### src/sv/rpsg_pkg.sv
// Shared types, constants and character tables for the password shuffle generator.
package rpsg_pkg;

   localparam int MAX_LENGTH_DEF = 64;
   localparam int MIN_LENGTH     = 12;
   localparam int WORD_W         = 32;
   localparam int CFG_W          = 7;
   localparam int CSR_IDX_W      = 2;
   localparam int CHAR_W         = 7;
   localparam int SET_SIZE_MAX   = 93;

   typedef logic [CHAR_W-1:0] char_type;
   typedef logic [1:0]        cls_type;
   typedef logic [CSR_IDX_W-1:0] csr_idx_type;

   // register indexes
   localparam csr_idx_type REG_LENGTH  = 2'd0;
   localparam csr_idx_type REG_UPPER   = 2'd1;
   localparam csr_idx_type REG_DIGITS  = 2'd2;
   localparam csr_idx_type REG_SYMBOLS = 2'd3;

   localparam logic [CFG_W-1:0] LENGTH_RESET = 7'd16;

   // character classes
   localparam cls_type CLS_LOWER  = 2'd0;
   localparam cls_type CLS_UPPER  = 2'd1;
   localparam cls_type CLS_DIGIT  = 2'd2;
   localparam cls_type CLS_SYMBOL = 2'd3;

   localparam char_type SYMBOL_TABLE [31] = '{
      7'h21, 7'h22, 7'h23, 7'h24, 7'h25, 7'h26, 7'h27, 7'h28,
      7'h29, 7'h2A, 7'h2B, 7'h2C, 7'h2D, 7'h2E, 7'h2F, 7'h3A,
      7'h3B, 7'h3C, 7'h3D, 7'h3E, 7'h3F, 7'h40, 7'h5B, 7'h5D,
      7'h5E, 7'h5F, 7'h60, 7'h7B, 7'h7C, 7'h7D, 7'h7E
   };

   function automatic logic [6:0] class_size(cls_type cls);
      logic [6:0] r;
      case (cls)
         CLS_LOWER:  r = 7'd26;
         CLS_UPPER:  r = 7'd26;
         CLS_DIGIT:  r = 7'd10;
         CLS_SYMBOL: r = 7'd31;
         default:    r = 7'd26;
      endcase
      return r;
   endfunction

   // k is below the size of the class
   function automatic char_type class_char(cls_type cls, logic [6:0] k);
      char_type r;
      case (cls)
         CLS_LOWER:  r = 7'(7'h61 + k);
         CLS_UPPER:  r = 7'(7'h41 + k);
         CLS_DIGIT:  r = 7'(7'h30 + k);
         CLS_SYMBOL: r = (k < 7'd31) ? SYMBOL_TABLE[k[4:0]] : 7'd0;
         default:    r = 7'd0;
      endcase
      return r;
   endfunction

   function automatic logic [6:0] set_size(logic up, logic dg, logic sy);
      logic [6:0] r;
      r = 7'd26;
      if (up) r = 7'(r + 7'd26);
      if (dg) r = 7'(r + 7'd10);
      if (sy) r = 7'(r + 7'd31);
      return r;
   endfunction

   function automatic logic [2:0] class_count(logic up, logic dg, logic sy);
      return 3'd1 + 3'(up) + 3'(dg) + 3'(sy);
   endfunction

   // class of the pos-th enabled class, lowercase always first
   function automatic cls_type class_of(logic [1:0] pos, logic up, logic dg, logic sy);
      logic [3:0] en;
      logic [2:0] seen;
      cls_type    r;
      en   = {sy, dg, up, 1'b1};
      seen = 3'd0;
      r    = CLS_LOWER;
      for (int c = 0; c < 4; c++) begin
         if (en[c]) begin
            if (seen == 3'(pos)) r = 2'(c);
            seen = 3'(seen + 3'd1);
         end
      end
      return r;
   endfunction

   // character at place k of the concatenated enabled set
   function automatic char_type set_char_at(logic [6:0] k, logic up, logic dg, logic sy);
      logic [3:0] en;
      logic [6:0] rest;
      logic       found;
      char_type   r;
      en    = {sy, dg, up, 1'b1};
      rest  = k;
      found = 1'b0;
      r     = 7'd0;
      for (int c = 0; c < 4; c++) begin
         if (en[c] && !found) begin
            if (rest < class_size(2'(c))) begin
               r     = class_char(2'(c), rest);
               found = 1'b1;
            end else begin
               rest = 7'(rest - class_size(2'(c)));
            end
         end
      end
      return r;
   endfunction

endpackage

### src/sv/rpsg_mod_unit.sv
// Bit-serial 32-bit remainder unit: one restoring step per cycle.
module rpsg_mod_unit #(
   parameter int DIV_W = 7
) (
   input  logic                        clock,
   input  logic                        reset,
   input  logic                        start,
   input  logic [rpsg_pkg::WORD_W-1:0] dividend,
   input  logic [DIV_W-1:0]            divisor,
   output logic [DIV_W-1:0]            remainder,
   output logic                        done
);

   localparam int CNT_W = $clog2(rpsg_pkg::WORD_W);

   logic [DIV_W-1:0]            rem_ff, rem_in;
   logic [DIV_W-1:0]            dsr_ff;
   logic [rpsg_pkg::WORD_W-1:0] dvd_ff;
   logic [CNT_W-1:0]            cnt_ff;
   logic                        busy_ff;
   logic                        done_ff;
   logic [DIV_W:0]              trial;
   logic                        ge;

   assign trial  = {rem_ff, dvd_ff[rpsg_pkg::WORD_W-1]};
   assign ge     = trial >= {1'b0, dsr_ff};
   assign rem_in = ge ? DIV_W'(trial - {1'b0, dsr_ff}) : trial[DIV_W-1:0];

   always_ff @(posedge clock) begin
      if (reset) begin
         busy_ff <= 1'b0;
         done_ff <= 1'b0;
         cnt_ff  <= '0;
      end else begin
         done_ff <= 1'b0;
         if (start) begin
            busy_ff <= 1'b1;
            cnt_ff  <= '0;
         end else if (busy_ff) begin
            cnt_ff <= CNT_W'(cnt_ff + 1'b1);
            if (cnt_ff == CNT_W'(rpsg_pkg::WORD_W - 1)) begin
               busy_ff <= 1'b0;
               done_ff <= 1'b1;
            end
         end
      end
   end

   always_ff @(posedge clock) begin
      if (start) begin
         rem_ff <= '0;
         dvd_ff <= dividend;
         dsr_ff <= divisor;
      end else if (busy_ff) begin
         rem_ff <= rem_in;
         dvd_ff <= {dvd_ff[rpsg_pkg::WORD_W-2:0], 1'b0};
      end
   end

   assign remainder = rem_ff;
   assign done      = done_ff;

endmodule

### src/sv/rpsg_buffer.sv
// Character buffer: one write port and one registered read port.
module rpsg_buffer #(
   parameter int DEPTH = rpsg_pkg::MAX_LENGTH_DEF,
   parameter int AW    = $clog2(DEPTH)
) (
   input  logic               clock,
   input  logic               wr_en,
   input  logic [AW-1:0]      wr_addr,
   input  rpsg_pkg::char_type wr_data,
   input  logic [AW-1:0]      rd_addr,
   output rpsg_pkg::char_type rd_data
);

   rpsg_pkg::char_type mem [DEPTH];
   rpsg_pkg::char_type rd_data_ff;

   always_ff @(posedge clock) begin
      if (wr_en) mem[wr_addr] <= wr_data;
      rd_data_ff <= mem[rd_addr];
   end

   assign rd_data = rd_data_ff;

endmodule

### src/sv/random_password_shuffle_generator.sv
// Password generator: fills a buffer from random words, shuffles it, streams it out.
//
// Usage: write password_length and the three class flags through the csr_ port
// (index 0..3) while idle. Then feed 32-bit random words on the req_ channel.
// The first word of a job latches the settings. Each fill word runs the bit-serial
// remainder unit and then writes one buffer entry; shuffle words also do the
// read-read-write-write swap on the single-port-pair buffer. A job uses 2*length-1
// words; after the last one the password leaves on the rsp_ channel, each character
// read from the buffer and then loaded into the output register while the
// receiver keeps up, with rsp_tlast on the final one. If the length is below
// 12, the first word returns one beat with rsp_tuser set, data zero and tlast,
// and the block stays idle. Lengths above MAX_LENGTH are saturated.
// A stalled receiver holds the output beat; the read sweep waits on it.
// Reset is synchronous: it returns to idle, drops any pending beat and restores
// length 16 with all classes enabled. The buffer needs no clearing pass.
module random_password_shuffle_generator #(
   parameter int MAX_LENGTH = rpsg_pkg::MAX_LENGTH_DEF
) (
   input  logic                         clock,
   input  logic                         reset,
   input  logic                         req_tvalid,
   output logic                         req_tready,
   input  logic [31:0]                  req_tdata,   // [31:0] random_word
   output logic                         rsp_tvalid,
   input  logic                         rsp_tready,
   output logic [7:0]                   rsp_tdata,   // [6:0] out_char, [7] zero
   output logic                         rsp_tlast,   // is_last
   output logic                         rsp_tuser,   // [0] length_error
   input  logic                         csr_wr_en,
   input  rpsg_pkg::csr_idx_type        csr_index,
   input  logic [rpsg_pkg::CFG_W-1:0]   csr_wr_data
);

   localparam int AW     = $clog2(MAX_LENGTH);
   localparam int LW     = $clog2(MAX_LENGTH + 1);
   localparam int DIVMAX = (MAX_LENGTH > rpsg_pkg::SET_SIZE_MAX) ? MAX_LENGTH
                                                                 : rpsg_pkg::SET_SIZE_MAX;
   localparam int DW     = $clog2(DIVMAX + 1);

   localparam logic [3:0] ST_IDLE    = 4'd0;
   localparam logic [3:0] ST_BUSY    = 4'd1;
   localparam logic [3:0] ST_START   = 4'd2;
   localparam logic [3:0] ST_DIV     = 4'd3;
   localparam logic [3:0] ST_RDJ     = 4'd4;
   localparam logic [3:0] ST_WRI     = 4'd5;
   localparam logic [3:0] ST_WRJ     = 4'd6;
   localparam logic [3:0] ST_EMIT_RD = 4'd7;
   localparam logic [3:0] ST_EMIT_LD = 4'd8;

   // configuration registers
   logic [rpsg_pkg::CFG_W-1:0] cfg_len_ff;
   logic                       cfg_up_ff, cfg_dg_ff, cfg_sy_ff;

   // latched job settings and control
   logic [3:0]                  state_ff, state_in;
   logic [LW-1:0]               len_ff;
   logic                        up_ff, dg_ff, sy_ff;
   logic                        shuffle_ff;
   logic [AW-1:0]               idx_ff;
   logic [AW-1:0]               j_ff;
   rpsg_pkg::char_type          bi_ff;
   logic [rpsg_pkg::WORD_W-1:0] word_ff;

   logic                        rsp_valid_ff;
   rpsg_pkg::char_type          rsp_char_ff;
   logic                        rsp_last_ff, rsp_err_ff;

   logic                        slot_free;
   logic                        req_accept;
   logic                        short_len;
   logic                        beat_load;
   logic                        req_phase;
   logic                        last_fill;
   logic                        last_emit;
   rpsg_pkg::cls_type           req_cls;
   logic [DW-1:0]               divisor;
   logic [DW-1:0]               remainder;
   logic                        div_done;
   rpsg_pkg::char_type          fill_char;

   logic                        wr_en;
   logic [AW-1:0]               wr_addr, rd_addr;
   rpsg_pkg::char_type          wr_data, rd_data;

   assign slot_free  = !rsp_valid_ff || rsp_tready;
   assign req_tready = ((state_ff == ST_IDLE) && slot_free) || (state_ff == ST_BUSY);
   assign req_accept = req_tvalid && req_tready;
   assign short_len  = cfg_len_ff < rpsg_pkg::CFG_W'(rpsg_pkg::MIN_LENGTH);
   assign beat_load  = ((state_ff == ST_IDLE) && req_accept && short_len) ||
                       ((state_ff == ST_EMIT_LD) && slot_free);

   assign req_phase  = 32'(idx_ff) < 32'(rpsg_pkg::class_count(up_ff, dg_ff, sy_ff));
   assign req_cls    = rpsg_pkg::class_of(idx_ff[1:0], up_ff, dg_ff, sy_ff);
   assign last_fill  = idx_ff == AW'(len_ff - 1'b1);
   assign last_emit  = last_fill;

   always_comb begin
      if (shuffle_ff) divisor = DW'(32'(idx_ff) + 1);
      else if (req_phase) divisor = DW'(rpsg_pkg::class_size(req_cls));
      else divisor = DW'(rpsg_pkg::set_size(up_ff, dg_ff, sy_ff));
   end

   assign fill_char = req_phase ? rpsg_pkg::class_char(req_cls, remainder[6:0])
                                : rpsg_pkg::set_char_at(remainder[6:0], up_ff, dg_ff, sy_ff);

   rpsg_mod_unit #(.DIV_W(DW)) u_mod (
      .clock     (clock),
      .reset     (reset),
      .start     (state_ff == ST_START),
      .dividend  (word_ff),
      .divisor   (divisor),
      .remainder (remainder),
      .done      (div_done)
   );

   // buffer port steering
   always_comb begin
      wr_en   = 1'b0;
      wr_addr = idx_ff;
      wr_data = fill_char;
      rd_addr = idx_ff;
      case (state_ff)
         ST_DIV:  wr_en = div_done && !shuffle_ff;
         ST_RDJ:  rd_addr = j_ff;
         ST_WRI: begin
            wr_en   = 1'b1;
            wr_data = rd_data;
         end
         ST_WRJ: begin
            wr_en   = 1'b1;
            wr_addr = j_ff;
            wr_data = bi_ff;
         end
         default: ;
      endcase
   end

   rpsg_buffer #(.DEPTH(MAX_LENGTH), .AW(AW)) u_buf (
      .clock   (clock),
      .wr_en   (wr_en),
      .wr_addr (wr_addr),
      .wr_data (wr_data),
      .rd_addr (rd_addr),
      .rd_data (rd_data)
   );

   always_ff @(posedge clock) begin
      if (reset) begin
         cfg_len_ff <= rpsg_pkg::LENGTH_RESET;
         cfg_up_ff  <= 1'b1;
         cfg_dg_ff  <= 1'b1;
         cfg_sy_ff  <= 1'b1;
      end else if (csr_wr_en) begin
         case (csr_index)
            rpsg_pkg::REG_LENGTH:  cfg_len_ff <= csr_wr_data;
            rpsg_pkg::REG_UPPER:   cfg_up_ff  <= csr_wr_data[0];
            rpsg_pkg::REG_DIGITS:  cfg_dg_ff  <= csr_wr_data[0];
            rpsg_pkg::REG_SYMBOLS: cfg_sy_ff  <= csr_wr_data[0];
            default: ;
         endcase
      end
   end

   always_comb begin
      state_in = state_ff;
      case (state_ff)
         ST_IDLE:    if (req_accept && !short_len) state_in = ST_START;
         ST_BUSY:    if (req_accept) state_in = ST_START;
         ST_START:   state_in = ST_DIV;
         ST_DIV:     if (div_done) state_in = shuffle_ff ? ST_RDJ : ST_BUSY;
         ST_RDJ:     state_in = ST_WRI;
         ST_WRI:     state_in = ST_WRJ;
         ST_WRJ:     state_in = (idx_ff == AW'(1)) ? ST_EMIT_RD : ST_BUSY;
         ST_EMIT_RD: state_in = ST_EMIT_LD;
         ST_EMIT_LD: if (slot_free) state_in = last_emit ? ST_IDLE : ST_EMIT_RD;
         default:    state_in = ST_IDLE;
      endcase
   end

   always_ff @(posedge clock) begin
      if (reset) begin
         state_ff     <= ST_IDLE;
         shuffle_ff   <= 1'b0;
         idx_ff       <= '0;
         rsp_valid_ff <= 1'b0;
      end else begin
         state_ff <= state_in;
         if (beat_load) rsp_valid_ff <= 1'b1;
         else if (rsp_tready) rsp_valid_ff <= 1'b0;
         case (state_ff)
            ST_IDLE: begin
               if (req_accept && !short_len) begin
                  shuffle_ff <= 1'b0;
                  idx_ff     <= '0;
               end
            end
            ST_DIV: begin
               // a fill word advances the position; the last one starts the shuffle at len-1
               if (div_done && !shuffle_ff) begin
                  if (last_fill) shuffle_ff <= 1'b1;
                  else idx_ff <= AW'(idx_ff + 1'b1);
               end
            end
            ST_WRJ: begin
               if (idx_ff == AW'(1)) idx_ff <= '0;
               else idx_ff <= AW'(idx_ff - 1'b1);
            end
            ST_EMIT_LD: begin
               if (slot_free && !last_emit) idx_ff <= AW'(idx_ff + 1'b1);
            end
            default: ;
         endcase
      end
   end

   // payload registers
   always_ff @(posedge clock) begin
      if (req_accept) word_ff <= req_tdata;
      if ((state_ff == ST_IDLE) && req_accept && !short_len) begin
         if (32'(cfg_len_ff) > MAX_LENGTH) len_ff <= LW'(MAX_LENGTH);
         else len_ff <= LW'(cfg_len_ff);
         up_ff <= cfg_up_ff;
         dg_ff <= cfg_dg_ff;
         sy_ff <= cfg_sy_ff;
      end
      if ((state_ff == ST_DIV) && div_done) j_ff <= remainder[AW-1:0];
      if (state_ff == ST_RDJ) bi_ff <= rd_data;
      if ((state_ff == ST_IDLE) && req_accept && short_len) begin
         rsp_char_ff <= '0;
         rsp_last_ff <= 1'b1;
         rsp_err_ff  <= 1'b1;
      end else if ((state_ff == ST_EMIT_LD) && slot_free) begin
         rsp_char_ff <= rd_data;
         rsp_last_ff <= last_emit;
         rsp_err_ff  <= 1'b0;
      end
   end

   assign rsp_tvalid = rsp_valid_ff;
   assign rsp_tdata  = {1'b0, rsp_char_ff};
   assign rsp_tlast  = rsp_last_ff;
   assign rsp_tuser  = rsp_err_ff;

endmodule

### config.mk
export PLATFORM = sky130hd
export DESIGN_NAME = random_password_shuffle_generator
export DESIGN_NICKNAME = d
export VERILOG_FILES = /design/src/sv/rpsg_pkg.sv /design/src/sv/rpsg_mod_unit.sv /design/src/sv/rpsg_buffer.sv /design/src/sv/random_password_shuffle_generator.sv
export SDC_FILE = /design/constraint.sdc
export NUM_CORES = 1
export LEC_CHECK = 0
export CORE_MARGIN = 2
export CORE_UTILIZATION = 49
export DETAILED_ROUTE_END_ITERATION = 16
export DONT_BUFFER_PORTS = 1
export PLACE_DENSITY = 0.74
export RECOVER_POWER = 25
export SETUP_SLACK_MARGIN = 0.2
export SYNTH_ARGS = -nofsm -noshare
export SYNTH_HDL_FRONTEND = slang
export SYNTH_HIERARCHICAL = 1
export SYNTH_SLANG_ARGS = --single-unit
### constraint.sdc
create_clock -name clock -period 9 [get_ports clock]
set_clock_uncertainty 0.2 [all_clocks]
set_input_delay 0.9 -clock clock [delete_from_list [all_inputs] [get_ports clock]]
set_output_delay 0.9 -clock clock [all_outputs]
set_load 0.005 [all_outputs]
Yosys cells after proc, flatten, opt, wreduce, memory -nomap -nowiden
Memory sizes are Yosys's and may differ from the RTL's. A register that Yosys moved wholly into a read port is not among the register bits.
Index checks and enable logic that the tools add are counted.
- reduce and logical (&&, ||, !) cells: 41
- add/sub/neg operators: 20
- $lt $le $gt $ge: 12
- equal/unequal tests: 28
- multiplexer cells: 84
- bitwise gates (word level): 3
- operators with widths (kind ; count):
    two-way mux 7 bit ; 36
    two-way mux 32 bit ; 2
    two-way mux 6 bit ; 8
    one-hot mux 4 bit (9 select lines) ; 1
    one-hot mux 7 bit (4 select lines) ; 1
    subtractor 7 bit ; 4
    one-hot mux 6 bit (4 select lines) ; 1
    adder 7 bit (first input constant) ; 3
    < comparator 7 x 5 -> 1 bit (second input constant) ; 3
    < comparator 7 bit ; 3
    one-hot mux 7 bit (3 select lines) ; 1
    two-way mux 1 bit ; 18
    equality test 4 x 3 -> 1 bit (second input constant) ; 4
    two-way mux 4 bit ; 4
    adder 6 x 7 -> 7 bit (first input constant) ; 2
    one-hot mux 7 bit (2 select lines) ; 1
    logical AND 1 bit ; 13
    greater-or-equal comparator 6 bit (second input constant) ; 2
    two-way mux 3 bit ; 4
    != test 2 bit (second input constant) ; 6
    inverter 5 -> 6 bit ; 2
    subtractor 6 x 1 -> 6 bit (second input constant) ; 2
    two-way mux 2 bit ; 5
    equality test 2 bit (second input constant) ; 4
    other kinds (36) ; 58
- output and inout port bits: 12
- input bits: 46
- flip-flop bits (word level): 138
- bits in writable memories: 448
- memory bits (read-only): 448
- logic and storage cells: 215
- memories kept: 3
- memory list (name ; words ; width ; read ports ; clocked after memory_dff ; wr ports ; RTL line ; source):
    u_buf.mem ; 64 ; 7 ; 1 ; 1 ; 1 ; rpsg_buffer.sv:14 ; rpsg_pkg::char_type mem [DEPTH];
    (name not given) ; 32 ; 7 ; 1 ; 0 ; 0 ; rpsg_pkg.sv:56 ; CLS_SYMBOL: r = (k < 7'd31) ? SYMBOL_TABLE[k[4:0]] : 7'd0;
    (name not given) ; 32 ; 7 ; 1 ; 0 ; 0 ; rpsg_pkg.sv:56 ;

Logic depth before layout (Yosys ltp)
- depth after elaboration: 26
- depth in mapped cells: 20
- gate-level depth less buffers: 18

Modules after synthesis
Netlist, hierarchy kept.
- modules (own cells, without submodules) (module ; area each (µm²) ; cells an instance ; times used ; sequential area each (µm²)):
    rpsg_buffer ; 17635.7 ; 827 ; 1 ; 13593.0
    random_password_shuffle_generator ; 6203.4 ; 696 ; 1 ; 2242.2
    rpsg_mod_unit ; 2646.3 ; 202 ; 1 ; 1451.4

Worst setup path before layout
No wires, ideal clock.
- kind: reg2reg
- start: register u_mod.rem_ff[2] (netlist: u_mod/remainder[2])
- end: memory u_buf/mem[0][6] in the netlist's numbering (data pin)
- data arrival time: 6744 ps
- period minus slack after synthesis: 7668 ps
- setup time: 724 ps
- data required time: 8076 ps
- path buffers: 4
- cell stages (with the launch flop): 20
- setup slack: 1332 ps
- cell sequence: dfxtp_1 -> buf_4 -> clkbuf_1 -> inv_1 -> ha_1 -> and3b_1 -> buf_6 -> nor2_2 -> nand2_1 -> nor2b_1 -> ha_1 -> and2b_2 -> a221o_1 -> o211ai_2 -> a41o_1 -> nand3_1 -> or4b_1 -> buf_2 -> o221ai_1 -> a21boi_0
- cells in the longest elaborated chain, start to end: 17
- elaborated cells between the ends (all ways): 50
- those cells by class: 8 x add/sub; 6 x order compare; 26 x mux; 2 x bitwise; 6 x reduce/logical; 2 x memory
- ends and longest elaborated chain (item ; RTL line ; source):
    start, declared ; rpsg_mod_unit.sv:16 ; logic [DIV_W-1:0] rem_ff, rem_in;
    start signal, assigned ; rpsg_mod_unit.sv:55 ; rem_ff <= rem_in;
    subtractor 7 bit or < comparator 7 x 5 -> 1 bit (tied branches) ; rpsg_pkg.sv:108, rpsg_pkg.sv:104 ;
    two-way mux 7 bit or two-way mux 1 bit (tied branches) ; rpsg_pkg.sv:104 ; if (rest < class_size(2'(c))) begin
    subtractor 7 bit (tied with other cells) ; rpsg_pkg.sv:108 ; rest = 7'(rest - class_size(2'(c)));
    two-way mux 7 bit (tied with other cells) ; rpsg_pkg.sv:104 ;
    two-way mux 7 bit or two-way mux 1 bit (tied branches) ; rpsg_pkg.sv:103 ; if (en[c] && !found) begin
    subtractor 7 bit (tied with other cells) ; rpsg_pkg.sv:108 ;
    two-way mux 7 bit or logical AND 1 bit (tied branches) ; rpsg_pkg.sv:104, rpsg_pkg.sv:103 ;
    two-way mux 7 bit ; rpsg_pkg.sv:103 ;
    inverter 5 -> 6 bit (implied by the code) ; rpsg_pkg.sv:56 ;
    memory (32 x 7 bit) ; -- ;
    two-way mux 7 bit (implied by the code) (2 in series) ; rpsg_pkg.sv:56 ;
    two-way mux 7 bit ; rpsg_pkg.sv:56 ;
    two-way mux 7 bit ; rpsg_pkg.sv:104 ;
    two-way mux 7 bit ; rpsg_pkg.sv:103 ;
    two-way mux 7 bit (*) ; random_password_shuffle_generator.sv:103 ; assign fill_char = req_phase ? rpsg_pkg::class_char(req_cls, remainder[6:0])
    one-hot mux 7 bit (2 select lines) (*) ; random_password_shuffle_generator.sv:122 ; case (state_ff)
    via wr_data[6] ; random_password_shuffle_generator.sv:83 ; rpsg_pkg::char_type wr_data, rd_data;
    end, declared ; rpsg_buffer.sv:14 ;
Mark *: on every way through the listed nets, which the timed path passes. The rest lies on a longest branch. The select of a mux whose other input is x is not followed.

Worst setup path in the final report
- start: register u_mod.rem_ff[2] (netlist: u_mod/remainder[2])
- end: memory u_buf/mem[12][5] in the netlist's numbering (data pin)
Same word-level chain as after synthesis.

==> results by group <==
Synthesis
  • Post-synthesis cell type count: 108
  • Synthesized flop and latch total: 593
  • Post-Syn Nets: 1,813
  • Yosys warnings: 6
  • Post-synth top area cell: edfxtp_1
  • Sequential share of the synthesized area: 65.3%
  • Cell Area, Synth: 0.0265 sq mm
  • Ys flop type: edfxtp_1
  • Synth async-reset ratio: 0%
  • Post-synth EDFFs: 541
  • Largest cells by area after synthesis: edfxtp_1, mux4_2, dfxtp_1, nor2_1, ha_1
  • Yosys top cell area share: 61.3%
  • Syn avg cell area: 15.4 sq um
  • Synth Instances: 1,725

STA
  • Worst-Margin Slew: 2.85 ns
  • Relative slew slack: -89.8%
  • Final Hold Viols: 0
  • Tcrit/Tclk final: 75.2%
  • Tmin final: 6.77 ns
  • Max Clk Rate: 148 MHz
  • Setup_tns: 0 ns
  • RSZ-0062 raised after global routing: no
  • Final setup vio count: 0
  • Slew Limit Fails: 142

Finish
  • Sequential Area: 0.0173 sq mm
  • Post-layout util: 54.2%
  • Final net count: 1,795
  • Share of layout cells above drive strength 1: 18.0%
  • Area of the multi-input gates: 0.00852 sq mm
  • Fillers: 4,125
  • Area Growth Syn to Fin: 9.67%
  • Final Non-Filler Cells: 2,454

Critical path
  • Max FO, Critical Path: 64
  • Worst Path Arrival: 6.82 ns
  • Crit path launch type: register
  • Required time of the critical path: 9.05 ns
  • Worst setup EP type: register
  • Worst Setup Path Type: register to register

Routing
  • DRC viols: 0
  • Via count: 15.3k
  • Routed wire length: 60,000 microns
  • DR WL/cell: 24.5 microns
  • ANT nets after route: 0
  • Initial detailed-routing violation count: 1,878
  • Vias/cell: 6.22
  • Drt first pass iters: 6

Die
  • Core Rows: 85
  • Die Span Y: 236 microns
  • Die W: 236 microns
  • Full die area: 0.0559 sq mm
  • Core Footprint: 0.0536 sq mm
  • Starting Density: 49.4%
  • Top Ports: 58

Power
  • P_leak: 9.26 nW
  • Pwr Total: 8.86 mW
  • PwrDens: 305 mW/mm^2
  • Worst IR Drop VDD: 0.000197 V

Global route
  • First-pass GRT wire length: 91,800 microns
  • Largest net degree at the start of global routing: 105
  • GRT Residual Overflow: 0
  • Initial antenna violation count: 2
  • Vias in the first global route: 15.1k
  • GRT Util Overall: 21.5%

Run status
  • Failing checks: max-capacitance violations, max-slew violations
  • Status: finished with violations

Clock tree
  • CTS tree: yes
  • CTS clk-pin slew, worst paths: 0.06 ns
  • Post-CTS Setup Repair Bufs: 0
  • CTS root buffer: clkbuf_16
  • Num CTS Buffers: 60
  • Hold_buf cts: 0
  • CTS resizes: 0
  • Clock Path Buffers: 3
  • H-tree depth: 2
  • Clock tree sinks: 593
  • Worst skew pair latency: 0.62 ns

Place
  • Port Buffers: 0
  • Placed Cells: 2,341
  • Final HPWL DP: 37,600 microns
  • Routability congestion estimate: 0.913

Job
  • Max cap viols: 5

Worst hold path
  • Min-Delay Path Class: input pin to register
==> per-layer routing <==
layer | wire [microns] | track usage, % | vias to the layer above | part of all wire [%]
met3 | 5310 | 4.50 | 125 | 8.8
met1 | 23700 | 29.5 | 7678 | 39
met5 | 13 | 0 | - | 0.022
met2 | 29200 | 35.0 | 697 | 49
met4 | 1870 | 6.04 | 2 | 3.1
li1 | - | - | 6767 | -
==> layout make-up <==
type	count	share of cell area, %
Tap cell	696	3.00
Multi-Input combinational cell	993	29.3
Sequential cell	593	59.5
Timing Repair Buffer	18	0.418
Inverter	41	0.530
Clock buffer	67	5.29
Antenna cell	1	0.00862
Clock inverter	45	1.91
==> worst paths after layout <==
| path | from | end | cells after the start | slack, ns |
|---|---|---|---|---|
| worst max-delay path | u_mod/remainder[2] | u_buf/mem[12][5] | 15 | 2.23 |
| worst min-delay path | reset | cfg_len_ff[0] | 1 | 0.14 |
| worst max register to register | u_mod/remainder[2] | u_buf/mem[12][5] | 15 | 2.23 |
| worst min register to register | cfg_dg_ff | dg_ff | 0 | 0.24 |
==> layout by cell type, fill, tap and decap left out, types with 6 or more instances in the layout <==
cell       instances
nand3b_1           9
nand3_1           33
a31oi_1           11
a211oi_1          13
a22oi_1           18
nor3b_1           13
o21ai_0           47
buf_4             10
o21ai_1            7
mux2i_1           40
nand2_1           73
nand4_1           12
nor2b_1           19
xor2_1            11
o221ai_1          11
edfxtp_1         541
clkbuf_16         60
clkinv_1          10
o211ai_1           6
and3_1             7
clkbuf_1          13
bufinv_16         11
a21oi_1           59
ha_1              41
mux4_2           113
or3_1              6
o31ai_1           13
clkinv_4           6
dfxtp_1           52
nor2_1           170
clkinv_2          11
nor3_1            23
xnor2_1           19
mux2_2            40
o22ai_1           16
nand2b_1          19
inv_1             40
==> metrics by stage <==
stage | worst slack, ns | hold slack (ns) | area, sq um
finish | 2.23 | 0.143 | 29000
global route | 1.60 | 0.123 | 29000
floorplan | 1.33 | 0.201 | 26500
CTS | 2.30 | 0.117 | 29100
detailed placement | 2.37 | 0.226 | 27000
global placement | 2.57 | 0.213 | 27000
==> cells by family (layout without fill, tap and decap cells) <==
| kind of cell | count (synthesis) | count (layout) | share of synthesized area [%] |
|---|---|---|---|
| flops | 593 | 593 | 65.3 |
| simple gates | 434 | 434 | 8.11 |
| compound gates | 290 | 290 | 7.85 |
| mux | 196 | 196 | 12.9 |
| buf+inv | 139 | 171 | 2.80 |
| fa+ha+maj | 42 | 42 | 2.01 |
| xor+xnor | 30 | 30 | 0.992 |
| other cells | 1 | 2 | 0.0142 |
==> power breakdown <==
part	internal [mW]	switching (mW)	total (mW)
registers	3.81	0.156	3.97
logic	0.761	1.52	2.28
clock network	1.55	1.06	2.61
total	6.13	2.73	8.86
==> flip-flops by register name (all words and copies together) (netlist names), 4 cells and up <==
name / count
bi_ff: 7
cfg_len_ff: 7
idx_ff: 6
j_ff: 6
len_ff: 6
rsp_char_ff: 7
state_ff: 4
u_buf/mem: 448
u_buf/rd_data: 7
u_mod/cnt_ff: 5
u_mod/dsr_ff: 7
u_mod/dvd_ff: 32
u_mod/remainder: 7
word_ff: 32
==> worst max-delay path, stage by stage, from the launching register on <==
cell	delay [ns]
dfxtp_1	0.91
inv_1	0.26
ha_1	0.35
and3b_1	0.42
nor2_2	0.17
nand2_1	0.13
nor2b_1	0.21
ha_1	0.29
and2b_2	0.22
a221oi_2	0.46
a21oi_1	0.22
mux2i_1	0.39
nand4_1	0.20
or4b_1	0.66
a211oi_1	0.27
o31a_2	0.94
==> cell usage after synthesis (all sizes together), types with 7 or more instances <==
| library cell | count |
|---|---|
| nor2 | 172 |
| o211ai | 8 |
| a21oi | 60 |
| nor3b | 14 |
| nand2b | 19 |
| inv | 41 |
| xor2 | 11 |
| buf | 42 |
| o31ai | 14 |
| and3 | 8 |
| nor3 | 24 |
| o221ai | 11 |
| nand4 | 12 |
| clkbuf | 55 |
| a31oi | 11 |
| nand3 | 34 |
| dfxtp | 52 |
| or2 | 8 |
| mux2 | 43 |
| and2 | 7 |
| a22oi | 19 |
| o22ai | 16 |
| xnor2 | 19 |
| nand3b | 9 |
| nand2 | 75 |
| mux2i | 40 |
| o21ai | 59 |
| edfxtp | 541 |
| a211oi | 15 |
| ha | 41 |
| nor2b | 19 |
| mux4 | 113 |
| a211o | 8 |
No activity file was read; power rests on OpenSTA's default activity.
